[config.mk]
export PLATFORM = sky130hd
export DESIGN_NAME = sha1_stream_hasher_top
export DESIGN_NICKNAME = d
export VERILOG_FILES = /design/src/hw/rtl/sha1_pkg.sv /design/src/hw/rtl/sha1_core.sv /design/src/hw/rtl/sha1_stream_hasher_top.sv
export SDC_FILE = /design/constraint.sdc
export NUM_CORES = 2
export LEC_CHECK = 0
export BUFFER_PORTS_ARGS = -buffer_cell sky130_fd_sc_hd__buf_4
export CAP_MARGIN = 20
export CORE_MARGIN = 2
export CORE_UTILIZATION = 30
export CTS_CLUSTER_SIZE = 10
export DETAILED_ROUTE_END_ITERATION = 12
export HOLD_SLACK_MARGIN = 0.06
export MAX_ROUTING_LAYER = met4
export SLEW_MARGIN = 10
export SYNTH_ARGS = -nofsm -noshare
export SYNTH_HDL_FRONTEND = slang
export SYNTH_SLANG_ARGS = --single-unit
[constraint.sdc]
create_clock -name clk_i -period 24.6 [get_ports clk_i]
set_clock_uncertainty 0.15 [all_clocks]
set_input_delay 0 -clock clk_i [delete_from_list [all_inputs] [get_ports clk_i]]
set_output_delay 0 -clock clk_i [all_outputs]
set_load 0.01 [all_outputs]
[src/hw/rtl/sha1_pkg.sv]
`timescale 1ns / 1ps

package sha1_pkg;

  localparam int unsigned NumWords   = 5;
  localparam int unsigned BlockWords = 16;
  localparam int unsigned BlockBytes = 64;
  localparam int unsigned FillW      = $clog2(BlockBytes);
  localparam int unsigned IdxW       = $clog2(NumWords);

  // round counter runs 0..79, then at 80 the working words fold into the chain
  localparam logic [6:0] RoundsLast = 7'd79;
  localparam logic [6:0] RoundFold  = 7'd80;
  localparam logic [6:0] Phase1     = 7'd20;
  localparam logic [6:0] Phase2     = 7'd40;
  localparam logic [6:0] Phase3     = 7'd60;

  localparam logic [FillW-1:0] FillLast  = FillW'(BlockBytes - 1);
  localparam logic [FillW-1:0] FillLenAt = FillW'(56);
  localparam logic [7:0]       PadByte   = 8'h80;
  localparam logic [3:0]       LenBytes  = 4'd8;
  localparam logic [IdxW-1:0]  IdxLast   = IdxW'(NumWords - 1);

  localparam logic CmdAbsorb = 1'b0;
  localparam logic CmdFinish = 1'b1;

  typedef enum logic [2:0] {
    ST_IDLE,
    ST_BLK_WAIT,
    ST_PAD,
    ST_PAD_WAIT,
    ST_OUT
  } state_e;

  typedef struct packed {
    logic       byte_we;
    logic [7:0] data_byte;
    logic       start;
    logic       chain_init;
  } core_ctl_t;

  function automatic logic [31:0] init_word(logic [IdxW-1:0] idx);
    logic [31:0] w;
    unique case (idx)
      3'd0:    w = 32'h67452301;
      3'd1:    w = 32'hEFCDAB89;
      3'd2:    w = 32'h98BADCFE;
      3'd3:    w = 32'h10325476;
      3'd4:    w = 32'hC3D2E1F0;
      default: w = 32'h0;
    endcase
    return w;
  endfunction

  function automatic logic [31:0] round_k(logic [6:0] t);
    logic [31:0] k;
    priority if (t < Phase1) k = 32'h5A827999;
    else if (t < Phase2)     k = 32'h6ED9EBA1;
    else if (t < Phase3)     k = 32'h8F1BBCDC;
    else                     k = 32'hCA62C1D6;
    return k;
  endfunction

  function automatic logic [31:0] round_f(logic [6:0] t, logic [31:0] b, logic [31:0] c,
                                          logic [31:0] d);
    logic [31:0] f;
    priority if (t < Phase1) f = d ^ (b & (c ^ d));
    else if (t < Phase2)     f = b ^ c ^ d;
    else if (t < Phase3)     f = (b & c) | (d & (b | c));
    else                     f = b ^ c ^ d;
    return f;
  endfunction

endpackage

[src/hw/rtl/sha1_core.sv]
`timescale 1ns / 1ps

module sha1_core (
  input  logic                  clk_i,
  input  logic                  rst_ni,
  input  sha1_pkg::core_ctl_t   ctl_i,
  output logic                  busy_o,
  output logic [31:0]           chain_o [sha1_pkg::NumWords]
);

  // block buffer doubles as the message schedule window: win[0] is w[t]
  logic [31:0] win_q [sha1_pkg::BlockWords];
  logic [31:0] win_d [sha1_pkg::BlockWords];
  logic [31:0] chain_q [sha1_pkg::NumWords];
  logic [31:0] chain_d [sha1_pkg::NumWords];
  logic [31:0] a_q, b_q, c_q, d_q, e_q;
  logic [31:0] a_d, b_d, c_d, d_d, e_d;
  logic [6:0]  rnd_q, rnd_d;
  logic        busy_q, busy_d;
  logic [31:0] w_next;
  logic [31:0] tmp;

  assign w_next = {win_q[13] ^ win_q[8] ^ win_q[2] ^ win_q[0]} << 1 |
                  {31'b0, win_q[13][31] ^ win_q[8][31] ^ win_q[2][31] ^ win_q[0][31]};
  assign tmp = sha1_pkg::round_f(rnd_q, b_q, c_q, d_q) + sha1_pkg::round_k(rnd_q) +
               {a_q[26:0], a_q[31:27]} + e_q + win_q[0];

  always_comb begin
    win_d   = win_q;
    chain_d = chain_q;
    a_d     = a_q;
    b_d     = b_q;
    c_d     = c_q;
    d_d     = d_q;
    e_d     = e_q;
    rnd_d   = rnd_q;
    busy_d  = busy_q;

    if (busy_q) begin
      if (rnd_q == sha1_pkg::RoundFold) begin
        chain_d[0] = chain_q[0] + a_q;
        chain_d[1] = chain_q[1] + b_q;
        chain_d[2] = chain_q[2] + c_q;
        chain_d[3] = chain_q[3] + d_q;
        chain_d[4] = chain_q[4] + e_q;
        busy_d     = 1'b0;
      end else begin
        for (int i = 0; i < sha1_pkg::BlockWords - 1; i++) begin
          win_d[i] = win_q[i+1];
        end
        win_d[sha1_pkg::BlockWords-1] = w_next;
        a_d   = tmp;
        b_d   = a_q;
        c_d   = {b_q[1:0], b_q[31:2]};
        d_d   = c_q;
        e_d   = d_q;
        rnd_d = rnd_q + 7'd1;
      end
    end else begin
      if (ctl_i.byte_we) begin
        for (int i = 0; i < sha1_pkg::BlockWords - 1; i++) begin
          win_d[i] = {win_q[i][23:0], win_q[i+1][31:24]};
        end
        win_d[sha1_pkg::BlockWords-1] = {win_q[sha1_pkg::BlockWords-1][23:0],
                                         ctl_i.data_byte};
      end
      if (ctl_i.start) begin
        a_d    = chain_q[0];
        b_d    = chain_q[1];
        c_d    = chain_q[2];
        d_d    = chain_q[3];
        e_d    = chain_q[4];
        rnd_d  = 7'd0;
        busy_d = 1'b1;
      end
      if (ctl_i.chain_init) begin
        for (int i = 0; i < sha1_pkg::NumWords; i++) begin
          chain_d[i] = sha1_pkg::init_word(sha1_pkg::IdxW'(i));
        end
      end
    end
  end

  always_ff @(posedge clk_i or negedge rst_ni) begin
    if (!rst_ni) begin
      busy_q <= 1'b0;
      rnd_q  <= 7'd0;
      for (int i = 0; i < sha1_pkg::NumWords; i++) begin
        chain_q[i] <= sha1_pkg::init_word(sha1_pkg::IdxW'(i));
      end
    end else begin
      busy_q  <= busy_d;
      rnd_q   <= rnd_d;
      chain_q <= chain_d;
    end
  end

  always_ff @(posedge clk_i) begin
    win_q <= win_d;
    a_q   <= a_d;
    b_q   <= b_d;
    c_q   <= c_d;
    d_q   <= d_d;
    e_q   <= e_d;
  end

  assign busy_o  = busy_q;
  assign chain_o = chain_q;

endmodule

[src/hw/rtl/sha1_stream_hasher_top.sv]
`timescale 1ns / 1ps
// Channel | Direction | Handshake             | Payload
// in      | input     | in_valid_i/in_ready_o | command_i, data_byte_i
// out     | output    | out_valid_o/out_ready_i | digest_word_o, word_index_o, last_word_o
//
// An absorb beat writes one byte; the beat that fills a 64-byte block starts the compression
// (one round per cycle through one shared round unit, plus fold). A finish beat feeds 9..72
// pad bytes, one per cycle while no compression runs, runs one or two compressions, then
// offers five digest beats. in_ready_o is low until the last digest beat is taken.
// Reset restores the initial chaining values and clears the byte counters.
// Output stalls hold the digest beat; the block waits without losing state.

module sha1_stream_hasher_top (
  input  logic        clk_i,
  input  logic        rst_ni,
  input  logic        in_valid_i,
  output logic        in_ready_o,
  input  logic        command_i,
  input  logic [7:0]  data_byte_i,
  output logic        out_valid_o,
  input  logic        out_ready_i,
  output logic [31:0] digest_word_o,
  output logic [2:0]  word_index_o,
  output logic        last_word_o
);

  sha1_pkg::state_e             state_q, state_d;
  logic [sha1_pkg::FillW-1:0]   fill_q, fill_d;
  logic [31:0]                  msg_q, msg_d;
  logic                         first_q, first_d;
  logic [3:0]                   len_cnt_q, len_cnt_d;
  logic [sha1_pkg::IdxW-1:0]    out_idx_q, out_idx_d;
  sha1_pkg::core_ctl_t          ctl;
  logic                         busy;
  logic [31:0]                  chain [sha1_pkg::NumWords];
  logic [63:0]                  bit_len;
  logic [7:0]                   len_byte;

  sha1_core u_core (
    .clk_i   (clk_i),
    .rst_ni  (rst_ni),
    .ctl_i   (ctl),
    .busy_o  (busy),
    .chain_o (chain)
  );

  assign bit_len  = {29'b0, msg_q, 3'b000};
  // big-endian: first length byte is the top byte
  assign len_byte = 8'(bit_len >> {~len_cnt_q[2:0], 3'b000});

  always_comb begin
    state_d   = state_q;
    fill_d    = fill_q;
    msg_d     = msg_q;
    first_d   = first_q;
    len_cnt_d = len_cnt_q;
    out_idx_d = out_idx_q;
    ctl       = '0;

    unique case (state_q)
      sha1_pkg::ST_IDLE: begin
        if (in_valid_i) begin
          if (command_i == sha1_pkg::CmdAbsorb) begin
            ctl.byte_we   = 1'b1;
            ctl.data_byte = data_byte_i;
            msg_d         = msg_q + 32'd1;
            fill_d        = fill_q + 1'b1;
            if (fill_q == sha1_pkg::FillLast) begin
              ctl.start = 1'b1;
              state_d   = sha1_pkg::ST_BLK_WAIT;
            end
          end else begin
            first_d   = 1'b1;
            len_cnt_d = 4'd0;
            state_d   = sha1_pkg::ST_PAD;
          end
        end
      end
      sha1_pkg::ST_BLK_WAIT: begin
        if (!busy) begin
          state_d = sha1_pkg::ST_IDLE;
        end
      end
      sha1_pkg::ST_PAD: begin
        ctl.byte_we = 1'b1;
        fill_d      = fill_q + 1'b1;
        priority if (first_q) begin
          ctl.data_byte = sha1_pkg::PadByte;
          first_d       = 1'b0;
        end else if (len_cnt_q != 4'd0 || fill_q == sha1_pkg::FillLenAt) begin
          ctl.data_byte = len_byte;
          len_cnt_d     = len_cnt_q + 4'd1;
        end else begin
          ctl.data_byte = 8'h00;
        end
        if (fill_q == sha1_pkg::FillLast) begin
          ctl.start = 1'b1;
          state_d   = sha1_pkg::ST_PAD_WAIT;
        end
      end
      sha1_pkg::ST_PAD_WAIT: begin
        if (!busy) begin
          if (len_cnt_q == sha1_pkg::LenBytes) begin
            out_idx_d = '0;
            state_d   = sha1_pkg::ST_OUT;
          end else begin
            state_d = sha1_pkg::ST_PAD;
          end
        end
      end
      sha1_pkg::ST_OUT: begin
        if (out_ready_i) begin
          if (out_idx_q == sha1_pkg::IdxLast) begin
            ctl.chain_init = 1'b1;
            fill_d         = '0;
            msg_d          = 32'd0;
            state_d        = sha1_pkg::ST_IDLE;
          end else begin
            out_idx_d = out_idx_q + 1'b1;
          end
        end
      end
      default: state_d = sha1_pkg::ST_IDLE;
    endcase
  end

  always_ff @(posedge clk_i or negedge rst_ni) begin
    if (!rst_ni) begin
      state_q   <= sha1_pkg::ST_IDLE;
      fill_q    <= '0;
      msg_q     <= 32'd0;
      first_q   <= 1'b0;
      len_cnt_q <= 4'd0;
      out_idx_q <= '0;
    end else begin
      state_q   <= state_d;
      fill_q    <= fill_d;
      msg_q     <= msg_d;
      first_q   <= first_d;
      len_cnt_q <= len_cnt_d;
      out_idx_q <= out_idx_d;
    end
  end

  assign in_ready_o    = (state_q == sha1_pkg::ST_IDLE);
  assign out_valid_o   = (state_q == sha1_pkg::ST_OUT);
  assign digest_word_o = chain[out_idx_q];
  assign word_index_o  = out_idx_q;
  assign last_word_o   = (out_idx_q == sha1_pkg::IdxLast);

endmodule

# After elaboration in Yosys (flattened, before gate mapping)
# Cells that the tools add are included.
# Widths: inputs -> output; s select.
word_totals:
  regBits: 889
  output_inout_bits: 38
op_classes:
  add_sub_neg: 14
  magnitude_cmp: 4
  n_eq_ne: 24
  shift: 1
  muxes: 78
  bitwise_logic: 18
  reduce_logical: 19
ops:
  columns: ["cell", "n"]
  rows:
  - ["$mux 512", 3]
  - ["$mux 32", 26]
  - ["$mux 160", 3]
  - ["$add 32x32->32", 9]
  - ["$xor 32x32->32", 4]
  - ["$and 32x32->32", 3]
  - ["$bmux 32 s3", 1]
  - ["$xor 31x31->31", 3]
  - ["$or 32x32->32", 2]
  - ["$pmux 32 s2", 1]
  - ["$mux 3", 13]
  - ["$shr 35x6->8", 1]
  - ["$add 32x1->32 const B", 1]
  - ["$or 32x1->32", 1]
  - ["$mux 31", 1]
  - ["$mux 6", 4]
  - ["$ne 2x2->1 const B", 11]
  - ["$mux 7", 3]
  - ["$mux 10", 2]
  - ["$pmux 10 s2", 1]
  - ["$reduce_and 5->1", 4]
  - ["$pmux 6 s3", 1]
  - ["$mux 4", 4]
  - ["$mux 8", 2]
  - ["31 further kinds", 54]

# Depth between registers and ports, before layout
logic_depth:
  word_depth: 12
  depth_mapped: 26

# Modules after synthesis
# Synthesis repeated with hierarchy kept, for this count alone.
hier_totals:
  hier_cells: 4335
  hier_area_um2: 52420.3
by_module_without_submodules:
  columns: ["mod", "instances", "cells_each", "area_per_inst_um2", "seq_area_each_um2"]
  rows:
  - ["sha1_core", 1, 3805, 47956.0, 24483.5]
  - ["sha1_stream_hasher_top", 1, 530, 4464.3, 1226.2]

# Least setup slack after synthesis
# OpenSTA, ideal clock, no wires.
synth_timing:
  kind: "register to register"
  startpoint: "reg state_q[0]"
  endpoint: "reg u_core.win_q[0] (netlist bit) (enable)"
  arrival_ps: 11559
  required_ps: 23572
  slack_ps: 12013
  path_stages_with_launch: 6
  synth_period_minus_slack_ps: 12587
  cell_sequence: "dfrtp_1 > clkbuf_1 > nor3_1 > nand2_1 > nand2_1 > a21o_1"
synth_via:
  elab_chain_cells: 4
  elab_cells_between_ends: 5
synth_lines:
  columns: ["element", "line", "rtl"]
  rows:
  - ["from (decl)", "sha1_stream_hasher_top.sv:27", "sha1_pkg::state_e state_q, state_d;"]
  - ["from (signal assigned)", "sha1_stream_hasher_top.sv:129", "state_q <= sha1_pkg::ST_IDLE;"]
  - ["from (signal assigned)", "sha1_stream_hasher_top.sv:136", "state_q <= state_d;"]
  - ["$logic_not 3->1", null, null]
  - ["net in_ready_o", "sha1_stream_hasher_top.sv:17", "output logic in_ready_o,"]
  - ["$pmux 10 s2", "sha1_stream_hasher_top.sv:60", "unique case (state_q)"]
  - ["$reduce_bool 2->1 (no source line)", null, null]
  - ["$reduce_and 2->1 (no source line)", null, null]
  - ["to (signal assigned)", "sha1_core.sv:99", "win_q <= win_d;"]
  - ["to (decl)", "sha1_core.sv:12", "logic [31:0] win_q [sha1_pkg::BlockWords];"]
# The timed path passes the listed nets, and every way through them passes these cells.
# A chain may end at the register's enable or synchronous reset.

# Worst setup path after layout
layout_timing:
  startpoint: "reg u_core.rnd_q[4]"
  endpoint: "reg u_core.a_q[28] (data pin)"
layout_via:
  elab_chain_cells: 10
  elab_cells_between_ends: 15
layout_lines:
  columns: ["element", "line", "rtl"]
  rows:
  - ["from (decl)", "sha1_core.sv:18", "logic [6:0] rnd_q, rnd_d;"]
  - ["from (signal assigned)", "sha1_core.sv:93", "rnd_q <= rnd_d;"]
  - ["$lt 7x6->1", "sha1_pkg.sv:59, sha1_pkg.sv:69", null]
  - ["$mux 32 or $mux 31 (tied branches)", "sha1_pkg.sv:69, sha1_pkg.sv:59", null]
  - ["$mux 32, on equally long branches", "sha1_pkg.sv:68, sha1_pkg.sv:58", null]
  - ["$mux 32, on equally long branches", "sha1_pkg.sv:67, sha1_pkg.sv:57", null]
  - ["$add 32x32->32 * (2 in series)", "sha1_core.sv:25", "assign tmp = sha1_pkg::round_f(rnd_q, b_q, c_q, d_q) + sha1_pkg::round_k(rnd_q) +"]
  - ["$add 32x32->32 * (2 in series)", "sha1_core.sv:26", "{a_q[26:0], a_q[31:27]} + e_q + win_q[0];"]
  - ["$mux 32 *", "sha1_core.sv:40", "if (rnd_q == sha1_pkg::RoundFold) begin"]
  - ["$mux 32 *", "sha1_core.sv:39", "if (busy_q) begin"]
  - ["net u_core.a_d[28]", "sha1_core.sv:17", "logic [31:0] a_d, b_d, c_d, d_d, e_d;"]
  - ["to (signal assigned)", "sha1_core.sv:100", "a_q <= a_d;"]
  - ["to (decl)", "sha1_core.sv:16", "logic [31:0] a_q, b_q, c_q, d_q, e_q;"]
# The timed path passes the listed nets; every way through them passes the cells marked *. The select of a mux whose other input is x is not followed.

==> run_results.csv <==
group,metric,value,unit
outcome,status,"complete, no violations",
clock_tree,cts_tree,"built",
logic_synthesis,synth.distinct_cells,88,
sta,tns,0,ns
logic_synthesis,synth.area.top_cells,"edfxtp_1, mux2_2, dfrtp_1, ha_1, fa_1",
min_path,hold_path_end,"word_index_o[2]$_DFFE_PN0P_",
grt,grtUsageTotal,15.6,%
sta,holdWs,0.166,ns
drt,wire_per_inst,20.2,um
sta,max_slew.worst_pin.slew,1.18,ns
sta,hold_viol_final,0,
sta,rsz0062_at_grt,"false",
sta,max_freq,132,MHz
logic_synthesis,syn_area,0.0517,mm^2
logic_synthesis,syn_inst,4244,
grt,grt_pass1_vias,34222,
layout,syn_to_final_growth,12.0,%
worst_setup_path,r2r_start,"u_core.rnd_q[4]$_DFFE_PN0P_",
worst_setup_path,worst_path_most_repeated_cell,"inv_1",
min_path,hold_path_depth,5,
clock_tree,path_clk_slew,0.06,ns
drt,via_per_inst,5.10,
sta,maxSlewHeadroom,21.0,%
worst_setup_path,path_max_fanout,35,
worst_setup_path,crit_path_end_kind,"flip-flop",
logic_synthesis,async_flop_share,24.4,%
grt,grt_max_degree,203,
floorplan,die_w,419,um
worst_setup_path,critPathRequiredTime,24.89,ns
logic_synthesis,synth_area_per_cell,12.2,um^2
run,cap_violations,0,
drt,ant_nets,0,
clock_tree,clock_latency,0.74,ns
worst_setup_path,r2r_setup_slack,17.03,ns
grt,antenna_found_initial,2,
layout,num-nets-final,4613,
grt,grt_overflow,0,
sta,period_needed,7.57,ns
floorplan,rows,152,
drt,vias,34033,
logic_synthesis,synth_top_cell_by_area,"edfxtp_1",
worst_setup_path,arrival,7.86,ns
clock_tree,cts_resized,0,
clock_tree,cts_root_buf,"clkbuf_16",
clock_tree,cts.path.max_buffers,3,
clock_tree,cts_made_buffers,102,
logic_synthesis,seq_area_frac_synth,49.7,%
floorplan,die-area,0.176,mm^2
worst_setup_path,cp-start-kind,"flip-flop",
logic_synthesis,synth_fa_ha_area_share,9.66,%
place,dpl.hpwl,93100,um
logic_synthesis,ys.flop_type,"edfxtp_1",
logic_synthesis,yosys_warnings,0,
floorplan,fp.dieH,419,um
logic_synthesis,synth_top_family_by_area,"multiplexers",
worst_setup_path,rr_worst_depth,25,
logic_synthesis,synth-simple-area-share,6.80,%
layout,layout-drive-gt1-share,22.2,%
logic_synthesis,muxShareOfSynthArea,15.6,%
worst_setup_path,critPathKind,"flip-flop to flip-flop",
logic_synthesis,synth-seq-cells,889,
floorplan,ioPinCount,51,
sta,setup_viol,0,
place,portBuffers,50,
worst_setup_path,crit_slowest_cell,"fa_1",
worst_setup_path,rr_endpoint,"u_core.a_q[28]$_DFFE_PP_",
drt,drt_iter0_drc,2725,
worst_setup_path,slowest_delay,0.54,ns
drt,totalWireLength,135000,um
logic_synthesis,synth_edf_count,672,
clock_tree,post-cts-setup-buffers,0,
logic_synthesis,synth-compound-area-share,10.7,%
logic_synthesis,syn_nets,4582,
grt,grt_pass1_wl,207000,um
min_path,worstHoldPathType,"input port to flip-flop",
clock_tree,clock_sinks,889,
clock_tree,htreeDepth,3,
logic_synthesis,synth-xor-area-share,4.74,%
min_path,min_from,"out_ready_i",
floorplan,core_area,0.172,mm^2
sta,drv_slew,0,
worst_setup_path,crit_buf_inv,7,
logic_synthesis,yosys.area.top_type_share,39.0,%
clock_tree,hold_buffers,16,
drt,drc,0,
sta,fin_crit_sh,30.8,%
worst_setup_path,cp-startpoint,"u_core.rnd_q[4]$_DFFE_PN0P_",
place,gp_congestion,0.903,
drt,drt_pass1_iterations,6,
floorplan,initial_utilization,30.2,%
worst_setup_path,critPathTopFamily,"compound AO/OA/AOI/OAI gates",
registers in the layout, summed over array words and instances (netlist names):
name,count
u_core.rnd_q,7
u_core.a_q,32
u_core.b_q,32
u_core.chain_o,160
len_cnt_q,4
u_core.c_q,32
u_core.e_q,32
msg_q,32
u_core.win_q,512
word_index_o,3
u_core.busy_o,1
first_q,1
state_q,3
u_core.d_q,32
fill_q,6
stage by stage:
step	util (%)	setup slack, ns	cells	instance area [um^2]
6_report	33.8	17.03	6667	58000
5_1_grt	33.8	16.50	6666	57900
4_1_cts	33.8	17.04	6664	57900
3_5_place_dp	31.9	17.12	6464	54700
3_3_place_gp	31.9	17.34	6464	54700
2_1_floorplan	-	12.01	4244	51700
worst max path at each step:
stage                                 to  slack [ns]  depth (start not counted)
6_report        u_core.a_q[28]$_DFFE_PP_       17.03                         25
5_1_grt         u_core.a_q[28]$_DFFE_PP_       16.50                         25
4_1_cts         u_core.a_q[28]$_DFFE_PP_       17.04                         25
3_5_place_dp    u_core.a_q[28]$_DFFE_PP_       17.12                         25
3_3_place_gp    u_core.a_q[28]$_DFFE_PP_       17.34                         25
2_1_floorplan  u_core.win_q[0]$_DFFE_PP_       12.01                          5
synthesized netlist by cell type (13+ instances only):
| cell | n |
|---|---|
| edfxtp_1 | 672 |
| mux2_2 | 616 |
| nand2_1 | 261 |
| a21oi_1 | 259 |
| nor2_1 | 240 |
| inv_1 | 222 |
| o21ai_0 | 205 |
| ha_1 | 201 |
| xnor2_1 | 185 |
| clkbuf_1 | 154 |
| dfrtp_1 | 137 |
| fa_1 | 124 |
| mux2i_1 | 102 |
| xor2_1 | 95 |
| dfstp_2 | 80 |
| a21o_1 | 68 |
| nand3_1 | 54 |
| o22ai_1 | 42 |
| nor3_1 | 38 |
| nand4_1 | 28 |
| and3_1 | 26 |
| nand2b_1 | 23 |
| or3_1 | 23 |
| o21a_1 | 22 |
| o21bai_1 | 22 |
| o221a_2 | 22 |
| a31oi_1 | 21 |
| a211oi_1 | 20 |
| nor2b_1 | 20 |
| o22a_1 | 18 |
| buf_1 | 15 |
| o211ai_1 | 14 |
| a22o_1 | 13 |
| o31ai_1 | 13 |
| or2_2 | 13 |
layer usage:
layer  GRT usage (%)  vias up  wire, um  part of all wire [%]
met5               -        -         0                     0
met4            4.38        0      3040                   2.3
met3            1.88      187      6090                   4.5
met2            25.1      790     64500                    48
met1            20.6    17325     61300                    45
li1                -    15731         -                     -
tightest hold or removal path, cell delays in order:
cell           delay (ns)
dlygate4sd3_1        0.54
buf_4                0.14
nand3_1              0.07
o22ai_1              0.11
a22o_1               0.14
cells by family after synthesis:
group	Yosys count
AO/OA/AOI/OAI	860
XOR/XNOR	280
adder cells (fa/ha/maj)	325
buffers and inverters	395
flip-flops	889
multiplexers	723
AND/OR/NAND/NOR	772
cell type report:
class / instances / area [um^2]
Antenna cell: 2 / 5.00
Clock buffer: 165 / 2790
Clock inverter: 19 / 243
Fill cell: 16931 / 114000
Inverter: 223 / 837
Multi-Input combinational cell: 2960 / 24600
Sequential cell: 889 / 25700
Tap cell: 2310 / 2890
Timing Repair Buffer: 99 / 868
cell usage in the layout (no fill, tap or decap), drive strengths merged, types with 14 or more instances in the layout:
| master | count |
|---|---|
| edfxtp | 672 |
| mux2 | 616 |
| nand2 | 261 |
| a21oi | 259 |
| nor2 | 240 |
| inv | 226 |
| o21ai | 216 |
| ha | 201 |
| xnor2 | 185 |
| clkbuf | 165 |
| dfrtp | 137 |
| fa | 124 |
| mux2i | 102 |
| xor2 | 95 |
| buf | 84 |
| dfstp | 80 |
| a21o | 68 |
| nand3 | 54 |
| o22ai | 43 |
| nor3 | 38 |
| nand4 | 28 |
| and3 | 26 |
| or3 | 24 |
| nand2b | 23 |
| o21a | 22 |
| o221a | 22 |
| o21bai | 22 |
| a31oi | 21 |
| a211oi | 21 |
| nor2b | 20 |
| o22a | 18 |
| dlygate4sd3 | 15 |
| clkinv | 15 |
| o211ai | 14 |
| o31ai | 14 |
Power is left out: the tool's default activity adds up to more than one toggle a clock period on the data nets, which glitch-free logic cannot reach.
